File: src/rtl/rfh_pkg.sv
// Shared types and constants for the ray floor hit checker.
package rfh_pkg;

	localparam int FRAC_BITS_DEF   = 16;
	localparam int QUEUE_DEPTH_DEF = 4;

	localparam int REG_IDX_W = 3;
	localparam logic [REG_IDX_W-1:0] REG_PLANE_HEIGHT = 3'd0;
	localparam logic [REG_IDX_W-1:0] REG_TILE_SIZE    = 3'd1;
	localparam logic [REG_IDX_W-1:0] REG_TILE_COUNT   = 3'd2;
	localparam logic [REG_IDX_W-1:0] REG_COLOR_EVEN   = 3'd3;
	localparam logic [REG_IDX_W-1:0] REG_COLOR_ODD    = 3'd4;

	// floor side W = tile_count * tile_size
	localparam int W_W = 42;

	// classified ray, front to back
	typedef struct packed {
		logic               miss;
		logic [32:0]        nmag;
		logic [31:0]        dmag;
		logic signed [31:0] ox;
		logic signed [31:0] oy;
		logic signed [31:0] dx;
		logic signed [31:0] dy;
	} q_item_t;

	// derived floor settings used by the back end
	typedef struct packed {
		logic [W_W-1:0] w;
		logic [31:0]    ts2;
		logic [23:0]    color_even;
		logic [23:0]    color_odd;
	} floor_cfg_t;

endpackage

File: src/rtl/rfh_queue.sv
// Short queue between front and back ends.
module rfh_queue #(
	parameter int DEPTH = rfh_pkg::QUEUE_DEPTH_DEF
) (
	input  logic             clk,
	input  logic             arst_n,
	input  logic             push,
	input  rfh_pkg::q_item_t wdata,
	input  logic             pop,
	output rfh_pkg::q_item_t rdata,
	output logic             full,
	output logic             empty
);
	import rfh_pkg::*;

	localparam int PW = (DEPTH > 1) ? $clog2(DEPTH) : 1;
	localparam int CW = $clog2(DEPTH + 1);

	q_item_t         slot_q [DEPTH];
	logic [PW-1:0]   wp_q;
	logic [PW-1:0]   rp_q;
	logic [CW-1:0]   cnt_q;

	assign full  = (cnt_q == CW'(DEPTH));
	assign empty = (cnt_q == '0);
	assign rdata = slot_q[rp_q];

	always_ff @(posedge clk or negedge arst_n) begin
		if (!arst_n) begin
			wp_q  <= '0;
			rp_q  <= '0;
			cnt_q <= '0;
		end else begin
			if (push) begin
				wp_q <= (wp_q == PW'(DEPTH - 1)) ? '0 : wp_q + PW'(1);
			end
			if (pop) begin
				rp_q <= (rp_q == PW'(DEPTH - 1)) ? '0 : rp_q + PW'(1);
			end
			if (push && !pop) begin
				cnt_q <= cnt_q + CW'(1);
			end else if (pop && !push) begin
				cnt_q <= cnt_q - CW'(1);
			end
		end
	end

	always_ff @(posedge clk) begin
		if (push) begin
			slot_q[wp_q] <= wdata;
		end
	end

endmodule

File: config.mk
export PLATFORM = sky130hd
export DESIGN_NAME = rfh_queue
export DESIGN_NICKNAME = d
export VERILOG_FILES = /design/src/rtl/rfh_pkg.sv /design/src/rtl/rfh_queue.sv
export SDC_FILE = /design/constraint.sdc
export NUM_CORES = 1
export LEC_CHECK = 0
export BUFFER_PORTS_ARGS = -buffer_cell sky130_fd_sc_hd__buf_4
export CORE_UTILIZATION = 50
export CTS_CLUSTER_DIAMETER = 100
export DETAILED_ROUTE_END_ITERATION = 10
export MAX_ROUTING_LAYER = met4
export PLACE_DENSITY_LB_ADDON = 0.12
export SLEW_MARGIN = 15
export SYNTH_ARGS = -nofsm -noshare
export SYNTH_HDL_FRONTEND = slang
export SYNTH_SLANG_ARGS = --single-unit
File: constraint.sdc
create_clock -name clk -period 5.3 [get_ports clk]
set_input_delay 1.06 -clock clk [delete_from_list [all_inputs] [get_ports clk]]
set_output_delay 1.06 -clock clk [all_outputs]
set_load 0.05 [all_outputs]
==> run metrics <==
Post-DRT Antenna Nets 0; Root Buffer clkbuf_16; Worst setup SP type flop; Buf/Inv on CP 2; Max transition margin 28.2%; DPL Wire Length 33500 um; max incr delay on CP 1.06 ns; Worst Path Max Fanout 41; Starting Density 50.5%; synthesis-to-finish area growth 22.8%; Final WS setup 1.34 ns; TritonRoute pass-1 iters 4; Hold Fails Final Rpt 0; register area share after synthesis 82.4%; largest net degree at the start of global routing 93; met2 usage 31.2%; # nets final 1709; synth warn 0; Total GRT Usage 20.0%; multiplexer share of the synthesized area 15.7%; most used routing layer met2; global-route wire length before repair 81600 um; Yosys reg bits 783; htree depth 3; Tightest Pin Transition 1.08 ns; RD Place Congestion 0.723; Achievable Freq 252 MHz; Arr. time, crit path 2.90 ns; Post-Synth Simple-Gate Area 0.198%; tightest hold margin 0.265 ns; Synth async-reset ratio 0.894%; Top Ports 394; Setup CP Type flop to output pin; final wirelength 55900 um; CTS clk-pin slew, worst paths 0.06 ns; leading cell type in the layout, fill and taps excluded edfxtp_1; post-synthesis adder-cell area fraction 0.334%; Global Route met1 Usage 25.0%; Via density 5.39; CP Capture Type output pin; clk_skew 0.0191 ns; DR vias 12500; die height 241 um; status completed; post-synth cell types 20; EDFF count, synth 776; most frequent cells in the layout 776 x edfxtp_1, 401 x buf_4, 173 x mux4_2; worst-case clock buffer depth 3; Syn Nets 1256; Chip Width 241 um; layout cells sized above 1 45.1%; cell family with most CP delay flip-flops; Seq. cell area 23500 um2; CP cell instances buf_4 -> mux4_1 -> buf_4; # fillers 3939; wire length per cell 24.0 um; Post-synth top flop edfxtp_1; design area 35000 um2; dpl cells 2179; PwrDens 638 nW/um2; combinational family with the most area after synthesis multiplexers; Core ar. 56400 um2; setup TNS 0 ns; Synth Area in XOR/XNOR 0.0922%; clk_lat worst skew 0.61 ns; fin crit period 3.96 ns; vias in the first global route 13200; Worst Path Required 4.24 ns; # port buffers 393; initial antenna violation count 7; Compound-Gate Fraction of Synth Area 0.0351%; Resized Gates After CTS 0; setup repair after global routing missed its margin no; setup bufs post-CTS 0; hold_buf cts 0; grt ovf 0; Die Footprint 57900 um2; Final setup viols 0; max cap viols 0; cell row count 87; Multi-input gate area 4680 um2; met3 Use GR 6.49%; syn avg cell area 27.1 um2; CTS tree done; max-slew violation count 0; Final Non-Filler Cells 2328; final cycle utilization of the critical path 74.7%; VDD IR max 440 uV; worst slack, placed 1.86 ns; number of buffers created by CTS 79; DR DRC count 0; 1st-iter DRT viols 671; Area after DPL 32400 um2; Mapped Area 28500 um2; LEAKAGE 11.9 nW; Hold WC Path Type input pin to async pin; Synth Instances 1051; CP dominant cell by count buf_4; CP max stage cell dfrtp_4; clk sinks 783
metal layers:
| layer | up-vias | share of wire (%) |
|---|---|---|
| met2 | 316 | 50 |
| met5 | - | 0 |
| li1 | 5530 | - |
| met4 | 0 | 1.8 |
| met1 | 6638 | 40 |
| met3 | 64 | 8.0 |
layout make-up:
cell class / instances / area share [%]
clock inverters: 45 / 1.26
diodes: 8 / 0.0572
inverters: 4 / 0.0429
flip-flops and latches: 783 / 67.1
multi-input cells: 220 / 13.4
well taps: 756 / 2.70
clock buffers: 96 / 5.96
repair buffers: 416 / 9.46
metrics by stage:
step	power [W]	util (%)
final	0.0223	62.0
after global routing	0.0232	62.0
after CTS	0.0227	62.0
after detailed placement	0.0172	57.5
after global placement	0.0172	57.5
after floorplan	0.0147	-
final timing paths:
| path | startpoint | end | slack (ns) | depth (start not counted) |
|---|---|---|---|---|
| min reg2reg | cnt_q[2] | cnt_q[2] | 0.49 | 1 |
| min | arst_n | rp_q[1] | 0.27 | 1 |
| min in group clk | cnt_q[2] | cnt_q[2] | 0.49 | 1 |
| max reg2reg | wp_q[1] | slot_q[1][2] | 2.94 | 4 |
| max | rp_q[0] | rdata[149] | 1.34 | 3 |
| max in group asynchronous | arst_n | rp_q[0] | 4.90 | 1 |
power breakdown:
| part | internal (W) | total [W] | switching [W] |
|---|---|---|---|
| Clock | 0.00319 | 0.00540 | 0.00221 |
| Combinational | 0.00296 | 0.00859 | 0.00563 |
| Sequential | 0.00793 | 0.00833 | 0.000408 |
| Total | 0.0141 | 0.0223 | 0.00825 |
synth_stat cells (3+ instances only):
library cell | number | share of area, %
and2_1 | 4 | 0.088
buf_2 | 22 | 0.39
buf_6 | 15 | 0.59
clkbuf_1 | 5 | 0.066
dfrtp_1 | 7 | 0.61
edfxtp_1 | 776 | 82
ha_1 | 6 | 0.26
inv_1 | 4 | 0.053
mux2_2 | 3 | 0.12
mux4_1 | 21 | 1.9
mux4_2 | 173 | 14
nor2_1 | 3 | 0.040
cell families (layout without fill, tap and decap cells):
family,count (synthesis),in the layout
flops,783,783
mux,197,197
buf+inv,48,561
simple gates,11,11
fa+ha+maj,7,7
xor+xnor,3,3
compound gates,2,2
other cells,0,8
flip-flops by register name, indices dropped and copies added, names as in the netlist:
signal / cells
rp_q: 2
cnt_q: 3
slot_q: 776
wp_q: 2
(Power assumes the default switching activity.)
