[src/rtl/rfh_pkg.sv]
// Shared types and constants for the ray floor hit checker.
package rfh_pkg;

	localparam int FRAC_BITS_DEF   = 16;
	localparam int QUEUE_DEPTH_DEF = 4;

	localparam int REG_IDX_W = 3;
	localparam logic [REG_IDX_W-1:0] REG_PLANE_HEIGHT = 3'd0;
	localparam logic [REG_IDX_W-1:0] REG_TILE_SIZE    = 3'd1;
	localparam logic [REG_IDX_W-1:0] REG_TILE_COUNT   = 3'd2;
	localparam logic [REG_IDX_W-1:0] REG_COLOR_EVEN   = 3'd3;
	localparam logic [REG_IDX_W-1:0] REG_COLOR_ODD    = 3'd4;

	// floor side W = tile_count * tile_size
	localparam int W_W = 42;

	// classified ray, front to back
	typedef struct packed {
		logic               miss;
		logic [32:0]        nmag;
		logic [31:0]        dmag;
		logic signed [31:0] ox;
		logic signed [31:0] oy;
		logic signed [31:0] dx;
		logic signed [31:0] dy;
	} q_item_t;

	// derived floor settings used by the back end
	typedef struct packed {
		logic [W_W-1:0] w;
		logic [31:0]    ts2;
		logic [23:0]    color_even;
		logic [23:0]    color_odd;
	} floor_cfg_t;

endpackage

[src/rtl/rfh_front.sv]
// Front end: accepts rays, computes the numerator and flags early misses.
module rfh_front (
	input  logic               clk,
	input  logic               arst_n,
	input  logic               in_valid,
	output logic               in_stall,
	input  logic signed [31:0] origin_x,
	input  logic signed [31:0] origin_y,
	input  logic signed [31:0] origin_z,
	input  logic signed [31:0] dir_x,
	input  logic signed [31:0] dir_y,
	input  logic signed [31:0] dir_z,
	input  logic signed [31:0] plane_height,
	input  logic               queue_full,
	output logic               push,
	output rfh_pkg::q_item_t   item
);
	import rfh_pkg::*;

	logic        item_v_s1;
	q_item_t     item_s1;
	q_item_t     cls;
	logic [32:0] num;
	logic        away;

	always_comb begin
		num  = {plane_height[31], plane_height} - {origin_z[31], origin_z};
		away = (num != '0) && (num[32] != dir_z[31]);
		cls.nmag = num[32] ? (~num + 33'd1) : num;
		cls.dmag = dir_z[31] ? (~dir_z + 32'd1) : dir_z;
		cls.miss = (dir_z == '0) || away;
		cls.ox   = origin_x;
		cls.oy   = origin_y;
		cls.dx   = dir_x;
		cls.dy   = dir_y;
	end

	assign in_stall = item_v_s1 && queue_full;
	assign push     = item_v_s1 && !queue_full;
	assign item     = item_s1;

	always_ff @(posedge clk or negedge arst_n) begin
		if (!arst_n) begin
			item_v_s1 <= 1'b0;
		end else if (!in_stall) begin
			item_v_s1 <= in_valid;
		end
	end

	always_ff @(posedge clk) begin
		if (!in_stall && in_valid) begin
			item_s1 <= cls;
		end
	end

endmodule

[config.mk]
export PLATFORM = sky130hd
export DESIGN_NAME = rfh_front
export DESIGN_NICKNAME = d
export VERILOG_FILES = /design/src/rtl/rfh_pkg.sv /design/src/rtl/rfh_front.sv
export SDC_FILE = /design/constraint.sdc
export NUM_CORES = 1
export LEC_CHECK = 0
export BUFFER_PORTS_ARGS = -buffer_cell sky130_fd_sc_hd__buf_4
export CAP_MARGIN = 20
export CELL_PAD_IN_SITES_DETAIL_PLACEMENT = 0
export CELL_PAD_IN_SITES_GLOBAL_PLACEMENT = 1
export CORE_ASPECT_RATIO = 1.2
export CORE_MARGIN = 5
export CORE_UTILIZATION = 39
export DETAILED_ROUTE_END_ITERATION = 7
export PLACE_DENSITY_LB_ADDON = 0.15
export SYNTH_ARGS = -nofsm -noshare
export SYNTH_HDL_FRONTEND = slang
export SYNTH_SLANG_ARGS = --single-unit
[constraint.sdc]
create_clock -name clk -period 20.3 [get_ports clk]
set_input_delay 3.045 -clock clk [delete_from_list [all_inputs] [get_ports clk]]
set_output_delay 3.045 -clock clk [all_outputs]
set_load 0.01 [all_outputs]
==> impl_metrics.tcl <==
set metrics [dict create \
    die_area_um2 27900 \
    clk_path_buf_depth 2 \
    setup.worst_path.end_class "flop" \
    worstSetupPathType "primary input to flop" \
    cp_cell_sequence "buf_4 > inv_1 > ha_1 > a21oi_1 > nand2_1 > o211ai_1 > a21oi_1 > o311ai_0 > o21ai_0 > nor4_2 > and3_1 > and3_1 > ha_1 > and2_1" \
    ys.flop_type "edfxtp_1" \
    placedCellCount 1494 \
    status "completed" \
    drv_cap 0 \
    cts-buffers-inserted 17 \
    clkLatencyLatePin_ps 440 \
    grt_remaining_overflow 0 \
    grtUsageTotal_pct 22.7 \
    ir_drop_mv 0.0580 \
    cpPeakStageDelay_ps 660 \
    postPlaceCellArea_um2 13100 \
    rsz0062_at_grt "false" \
    drc_errors 0 \
    wl_mm 32.6 \
    slew_headroom_pct 35.5 \
    synth_seq_area_share_pct 61.0 \
    ctsHoldBuffers 0 \
    final-seq-area_um2 5850 \
    crit_path_max_fanout 9 \
    hold_ws_ps 695 \
    start_util_pct 39.1 \
    core_um2 24500 \
    ant_nets 0 \
    gp_congestion 0.870 \
    final_cell_area_um2 13700 \
    timing.rr.start "item_v_s1" \
    start_kind "primary input" \
    grt_pass1_vias 7607 \
    area_growth_pct 42.9 \
    cts-root-buf "clkbuf_16" \
    grt_pass1_wl_mm 47.7 \
    synth_edf_count 194 \
    row_count 63 \
    critPathBufInv 2 \
    num_vias 7784 \
    cts_htree_levels 4 \
    ys_warn_count 0 \
    final.setup.tns_ps 0 \
    wl_per_cell_um 21.4 \
    setup_viol 0 \
    clk_pin_slew_worst_paths_ps 70 \
    drv_slew 0 \
    p_per_area_nw_per_um2 78.7 \
    post_cts_buffers 0 \
    cpLargestDelayFamily "compound AO/OA/AOI/OAI gates" \
    drive_above_1_share_pct 40.2 \
    synthArstFlopShare_pct 0.513 \
    crit_start "origin_z[7]" \
    synthCells 767 \
    nFillCells 2174 \
    netlist-cell-type-count 71 \
    max_freq_mhz 145 \
    slowest_stage "o311ai_0" \
    syn_nets 1032 \
    vias_per_cell 5.10 \
    clock_sinks 195 \
    layout_commonest_cell "buf_4" \
    io_pins 424 \
    dp_hpwl_mm 26.9 \
    antenna_found_initial 5 \
    skew_ps 14.7 \
    hp-class "flop to flop" \
    hold_viol_final 0 \
    min-delay-start "item_v_s1" \
    crit_arrival_ps 7080 \
    utilization_pct 55.9 \
    die_height_um 182 \
    diodes 0 \
    grt_max_degree 73 \
    ys_ff_latch 195 \
    leakagePower_nw 5.72 \
    drt_iter0_markers 395 \
    multi_input_area_um2 3480 \
    fin_crit_sh_pct 34.0 \
    worstMarginPinSlew_ps 967 \
    cts_resized 0 \
    drtPass1Iterations 5 \
    min_period_ps 6900 \
    crit_required_ps 20490 \
    synth_area_per_cell_um2 12.5 \
    synth_area_um2 9600 \
    layoutNonFillerInstCount 1527 \
    layout_common_cells "buf_4 (427), edfxtp_1 (194), xnor2_1 (55)" \
    cts_tree "done" \
    port_buffers 423 \
    nNetsFinal 1454 \
    die_w_um 153 \
]
## worst min-delay path, stage by stage, from the launching register on
cell,delay [ps]
dfrtp_1,340
and2_1,200
or2_2,130
## synth_stat cells (3+ instances only)
master     count  share of area, %
nand4_1       11              0.72
nand2b_1      12              0.78
a31oi_1        8              0.52
inv_1         46               1.8
or2_2          6              0.39
o31ai_1       12              0.94
o21ai_0       33               1.7
nand3_1       13              0.68
nor4_1         5              0.33
mux2i_1        4              0.42
nand2_1       52               2.0
clkbuf_1      18              0.70
a311oi_1       4              0.37
o2111ai_1      5              0.46
buf_2          6              0.31
a21oi_1       41               2.1
a21o_1        10              0.78
ha_1          36               4.7
and3_1         6              0.39
o211ai_1       7              0.55
o41ai_1        5              0.46
nor3_1        16              0.83
edfxtp_1     194                61
a21boi_0       7              0.55
o21a_1         6              0.47
or3_1         12              0.78
nor2b_1        5              0.33
a211oi_1       4              0.31
or4_1          7              0.55
nor2_1        43               1.7
a21oi_2        3              0.27
and2_1         9              0.59
xnor2_1       55               5.0
xor2_1        17               1.6
## power by group
group	internal, mW	switching, mW	total [mW]
logic	0.113	0.134	0.247
registers	0.484	0.00848	0.493
clock network	0.176	0.163	0.340
## worst paths after layout
check / slack, ps / depth (start not counted) / end
hold / removal: 700 / 2 / item_v_s1
hold reg to reg: 700 / 2 / item_v_s1
setup reg to reg: 17830 / 4 / item[85]
setup / recovery: 13400 / 14 / item[192]
min in group asynchronous: 2380 / 1 / item_v_s1
max in group asynchronous: 17840 / 1 / item_v_s1
## layout make-up
cell class / count / area share (%)
Multi-Input combinational cell: 501 / 25.4
Clock inverter: 15 / 1.23
Inverter: 47 / 1.29
Clock buffer: 17 / 3.10
Sequential cell: 195 / 42.7
Tap cell: 325 / 2.97
Timing Repair Buffer: 427 / 23.4
## layer usage
metal	part of all wire [%]	track usage [%]	up-vias
li1	-	-	3733
met1	39	27.7	3714
met2	52	40.1	295
met3	6.8	5.65	34
met4	1.7	6.10	8
met5	0.14	0	-
## cells by family after synthesis
family / share of synthesized area, %
xor+xnor: 6.57
buf+inv: 2.86
flops: 61.0
fa+ha+maj: 4.90
compound gates: 12.5
simple gates: 11.8
mux: 0.417
## metrics by stage
| stage | setup WS, ps | power (mW) |
|---|---|---|
| floorplan | 7750 | 0.636 |
| global placement | 13010 | 0.747 |
| CTS | 13430 | 1.09 |
| global route | 13070 | 1.13 |
| detailed placement | 12960 | 0.750 |
| finish | 13400 | 1.08 |
## sequential cells by signal, summed over array words and instances (netlist names)
register / count
item: 194
item_v_s1: 1
Note: power is estimated with default switching activity, not from simulation.
